`config.mk`:
```
export PLATFORM = sky130hd
export DESIGN_NAME = plpt_merge
export DESIGN_NICKNAME = d
export VERILOG_FILES = /design/src/rtl/plpt_pkg.sv /design/src/rtl/plpt_merge.sv
export SDC_FILE = /design/constraint.sdc
export NUM_CORES = 1
export LEC_CHECK = 0
export BUFFER_PORTS_ARGS = -buffer_cell sky130_fd_sc_hd__buf_2
export CORE_AREA = 2 2 212 214
export DETAILED_ROUTE_END_ITERATION = 7
export DIE_AREA = 0 0 214 216
export GPL_TIMING_DRIVEN = 0
export HOLD_SLACK_MARGIN = 0.1
export PLACE_DENSITY = 0.58
export SYNTH_ARGS = -nofsm -noshare
export SYNTH_HDL_FRONTEND = slang
export SYNTH_SLANG_ARGS = --single-unit
```
`constraint.sdc`:
```
create_clock -name clk -period 11.9 [get_ports clk]
set_clock_uncertainty 0.1 [all_clocks]
set_input_delay 2.975 -clock clk [delete_from_list [all_inputs] [get_ports clk]]
set_output_delay 2.975 -clock clk [all_outputs]
set_load 0.01 [all_outputs]
```
`src/rtl/plpt_pkg.sv`:
```
// Shared types, codes and defaults for the piecewise-linear path table.
`default_nettype none
package plpt_pkg;

  localparam int MAX_POINTS_DEF = 256;
  localparam int DIM_DEF        = 7;
  localparam int NUM_COORD      = 7;
  localparam int ADDR_MAX_W     = 12;

  localparam logic [1:0] CMD_APPEND = 2'd0;
  localparam logic [1:0] CMD_CLEAR  = 2'd1;
  localparam logic [1:0] CMD_LOOKUP = 2'd2;
  localparam logic [1:0] CMD_STEP   = 2'd3;

  localparam logic [1:0] ST_OK       = 2'd0;
  localparam logic [1:0] ST_NONMONO  = 2'd1;
  localparam logic [1:0] ST_FULL     = 2'd2;
  localparam logic [1:0] ST_EMPTY    = 2'd3;

  typedef struct packed {
    logic                  we;
    logic [ADDR_MAX_W-1:0] addr;
    logic                  cap_a;
    logic                  cap_b;
    logic                  start;
  } lane_ctl_t;

  typedef struct packed {
    logic [1:0]         status;
    logic [7:0]         tag;
    logic signed [31:0] pos;
    logic               zero_pt;
  } res_t;

endpackage
`default_nettype wire

```
`src/rtl/plpt_merge.sv`:
```
// Merge stage: gathers lane results into the registered result beat.
`default_nettype none
module plpt_merge #(
  parameter int DIM = plpt_pkg::DIM_DEF
) (
  input  wire logic               clk,
  input  wire logic               rst_n,
  input  wire logic               res_vld,
  input  wire plpt_pkg::res_t     res,
  input  wire logic signed [31:0] lane_val [DIM],
  output logic                    free,
  output logic                    out_valid,
  input  wire logic               out_stall,
  output logic [1:0]              out_status,
  output logic [7:0]              out_node_or_segment,
  output logic signed [31:0]      out_pos_s,
  output logic signed [31:0]      out_out_0,
  output logic signed [31:0]      out_out_1,
  output logic signed [31:0]      out_out_2,
  output logic signed [31:0]      out_out_3,
  output logic signed [31:0]      out_out_4,
  output logic signed [31:0]      out_out_5,
  output logic signed [31:0]      out_out_6
);

  logic               vld_r;
  plpt_pkg::res_t     hdr_r;
  logic signed [31:0] pt_r [plpt_pkg::NUM_COORD];

  assign free = !vld_r || !out_stall;

  always_ff @(posedge clk) begin
    if (!rst_n) begin
      vld_r <= 1'b0;
    end else if (free) begin
      vld_r <= res_vld;
    end
  end

  for (genvar k = 0; k < plpt_pkg::NUM_COORD; k++) begin : g_pt
    if (k < DIM) begin : g_on
      always_ff @(posedge clk) begin
        if (free && res_vld) begin
          pt_r[k] <= res.zero_pt ? 32'sd0 : lane_val[k];
        end
      end
    end else begin : g_off
      assign pt_r[k] = 32'sd0;
    end
  end

  always_ff @(posedge clk) begin
    if (free && res_vld) begin
      hdr_r <= res;
    end
  end

  assign out_valid           = vld_r;
  assign out_status          = hdr_r.status;
  assign out_node_or_segment = hdr_r.tag;
  assign out_pos_s           = hdr_r.pos;
  assign out_out_0           = pt_r[0];
  assign out_out_1           = pt_r[1];
  assign out_out_2           = pt_r[2];
  assign out_out_3           = pt_r[3];
  assign out_out_4           = pt_r[4];
  assign out_out_5           = pt_r[5];
  assign out_out_6           = pt_r[6];

endmodule
`default_nettype wire

```
# After elaboration in Yosys (flattened, before gate mapping)
# Memories as Yosys holds them, arrays and structs flattened.
# Cells that the tools add are included.
dict set report word_totals {
  inputBits 271
  out_inout_bits 268
  mem_count 1
  reg_bits 43
  ram_bits 224
}
# name depth width rd rd_clocked_by_memory_dff write_ports line_no
set mem_list {}
lappend mem_list {pt_r 7 32 7 0 7 plpt_merge.sv:28} ;# logic signed [31:0] pt_r [plpt_pkg::NUM_COORD];
dict set report op_classes {
  mux 9
  n_reduce_logical 4
}
# operator n
set ops {}
lappend ops {{$mux 32} 7}
lappend ops {{$logic_not 1->1} 2}
lappend ops {{$mux 1} 2}
lappend ops {{$logic_and 1x1->1} 1}
lappend ops {{$logic_or 1x1->1} 1}

# Depth between registers and ports, before layout
dict set report logic_depth {
  word_depth 5
  ltp_mapped 4
}

# Least setup slack after synthesis
# Ideal clock, no wire load.
dict set report synth_path {
  kind {input to register}
  startpoint {input out_stall}
  endpoint {register hdr_r (netlist bit out_node_or_segment[0]), enable pin}
  slack_ps 1959
  path_buffers 0
  required_time_ps 11138
  cell_stages 2
  setup_ps 662
  arrival_time_ps 9179
  path_cell_list {nand2_1 -> and2_1}
}
dict set report synth_between {
  elab_chain_len 3
}
# element line_no
set synth_lines {}
lappend synth_lines {{from (decl)} plpt_merge.sv:13} ;# input wire logic out_stall,
lappend synth_lines {{$logic_not 1->1} plpt_merge.sv:30} ;# assign free = !vld_r || !out_stall;
lappend synth_lines {{$logic_or 1x1->1} plpt_merge.sv:30}
lappend synth_lines {{$logic_and 1x1->1} plpt_merge.sv:53} ;# if (free && res_vld) begin
lappend synth_lines {{to (signal assigned)} plpt_merge.sv:54} ;# hdr_r <= res;
lappend synth_lines {{to (decl)} plpt_merge.sv:27} ;# plpt_pkg::res_t hdr_r;
# No other way between the ends.
# A chain may end at the register's enable or synchronous reset.

# Final worst setup path
dict set report layout_path {
  startpoint {input out_stall}
  endpoint {output free}
}
dict set report layout_between {
  elab_chain_len 2
}
# element line_no
set layout_lines {}
lappend layout_lines {{$logic_not 1->1} plpt_merge.sv:30}
lappend layout_lines {{$logic_or 1x1->1} plpt_merge.sv:30}
lappend layout_lines {{to (decl)} plpt_merge.sv:11} ;# output logic free,
# No other way between the ends.

==> results.cfg <==
[clock_network]
tritoncts = built
clock_sinks = 267
insertion_delay_ns = 0.55
clkTransAtPathRegs_ns = 0.06
postCtsSetupRepairBufs = 0
ctsResizeCount = 0
cts_buffers = 30
cts_htree_levels = 1
clk_path_buf_depth = 3
holdBufCountCts = 0
cts_root_buf = clkbuf_16

[floorplanning]
die_x_um = 214
fp.dieH_um = 216
row_count = 77
core_um2 = 43840
initial_core_util_pct = 23.01
ios = 539
die_area_um2 = 46220

[synth]
avgSynthCellArea_um2 = 19.40
synth_most_common_cell = edfxtp_1
synthCells = 520
ys_async_sr_fraction_pct = 0
netlist_top_cells_count = edfxtp_1, nor2b_2, nor2b_1
synthesis.area_um2 = 10090
synth_top_area_share_pct = 79.19
ys_ff_latch = 267
synth.distinct_cells = 12
yosys_warnings = 0
synthFlopType = edfxtp_1
synthTopCellsByArea = edfxtp_1, nor2b_2, nor2b_1
ys_seq_area_share_pct = 79.38
synthesis.nets = 791
synth_edf_count = 266
yosys.area.top_type = edfxtp_1

[placed_design]
portBuffers = 537
place_congestion = 0.7787
dp_hpwl_um = 21210

[min_path]
hold_path.class = flop to flop
holdPathEnd = out_valid
hold_depth = 2
hold_start = out_valid

[routing]
drt_wl_total_um = 27690
drtIter0Drc = 380
firstDrtPassIters = 4
num_vias = 6402
drcViolationCount = 0
wire_per_inst_um = 16.21
via_per_inst = 3.748
ant_nets = 0

[worst_setup_path]
cp-start-kind = input port
worstPathRequired_ns = 8.83
r2r_cells = 4
timing.rr.end = pt_r[0][1]
crit_slowest_cell = buf_2
crit_path_start = out_stall
path_max_fanout = 2
rrSetupSlack_ns = 9.67
cpMostUsedCell = buf_2
r2r_start = out_valid
cpPeakStageDelay_ns = 0.15
cp-end-kind = output pin
worst-endpoint-arrival_ns = 3.34
path_class = input port to output pin
crit_chain = buf_2 > nand2_1 > buf_2

[global_route]
gr-total-overflow = 0
grt_use_total_pct = 11.34
grt_pass1_vias = 6661
grt_max_degree = 70
antenna_found_initial = 4
grt_pass1_wl_um = 40210

[sta]
relSlewSlack_pct = 59.51
rsz0062_at_grt = no
min_period_over_period_pct = 53.94
whs_ns = 0.4377
setup_viol_count_final = 0
timing_hold_violations_final = 0
finalMaxSlewViolations = 0
tightest_slew_ns = 0.6074
fmax_mhz = 155.8
period_needed_ns = 6.419

[power]
ir_worst_vdd_uv = 106.9
power.density_nw_per_um2 = 150.6
p_leak_nw = 6.133

[run]
maxCapViolCount = 0

[layout]
final_core_util_pct = 33.10
finalNetCount = 1364
area_delta_synth_final_pct = 43.86
drive_above_1_share_pct = 67.00

[outcome]
status = finished, final reports clean
==> power by group <==
| group | internal (mW) | total (mW) | switching, mW |
|---|---|---|---|
| logic | 0.107 | 0.229 | 0.122 |
| clock network | 0.471 | 0.835 | 0.364 |
| registers | 1.11 | 1.12 | 0.0141 |
==> layer usage <==
metal | GRT usage (%) | part of all wire, %
met5 | 0 | 0.14
met4 | 4.382 | 2.9
met3 | 3.650 | 8.8
met2 | 19.36 | 50
met1 | 13.25 | 38
==> cells in the final DEF (no fill, tap or decap), drive strengths merged <==
cell type / netlist / routed
nor2b: 225 / 225
clkbuf: 0 / 36
dfxtp: 1 / 1
a21oi: 1 / 1
nand2: 1 / 1
inv: 0 / 1
buf: 25 / 566
and2: 1 / 1
clkinv: 0 / 17
diode: 0 / 1
edfxtp: 266 / 266
==> worst max-delay path by stage <==
stage / endpoint / slack, ns
2_1_floorplan: out_node_or_segment[0] / 1.96
3_3_place_gp: pt_r[0][3] / -0.78
3_5_place_dp: free / 5.48
4_1_cts: free / 5.48
5_1_grt: free / 5.46
6_report: free / 5.48
==> registers in the layout, summed over array words and instances, names as in the netlist <==
name                 count
pt_r                   224
out_pos_s               32
out_node_or_segment      8
out_status               2
out_valid                1
==> layout make-up <==
cell class                      count  area, um^2
Fill cell                        4394       29320
Timing Repair Buffer              541        2798
Sequential cell                   267        8008
Tap cell                          592       740.7
Multi-Input combinational cell    228        1826
Buffer                             25       256.5
Clock buffer                       36       794.5
Clock inverter                     18       86.33
Antenna cell                        1       2.502
==> through the flow <==
stage / cell area [um^2] / total power [mW] / setup WS (ns) / TNS, ns / std cells
6_report: 14510 / 2.186 / 5.481 / 0 / 1708
5_1_grt: 14510 / 2.273 / 5.463 / 0 / 1708
4_1_cts: 14510 / 2.224 / 5.480 / 0 / 1707
3_5_place_dp: 13630 / 1.375 / 5.482 / 0 / 1653
3_3_place_gp: 13520 / 1.385 / -0.7840 / -199.59 / 1649
2_1_floorplan: 10090 / 1.259 / 1.959 / 0 / 520
==> cell families (layout without fill, tap and decap cells) <==
kind of cell,after synthesis,count (layout),share of synthesized area (%)
other,0,1,0
AO/OA/AOI/OAI,1,1,0.04957
AND/OR/NAND/NOR,227,227,18.02
buffers and inverters,25,620,2.543
flip-flops,267,267,79.38
==> critical path, delay by kind of cell <==
family                 cells  cell delay (ns)
buffers and inverters      2             0.25
AND/OR/NAND/NOR            1             0.11
(Power assumes the default switching activity.)
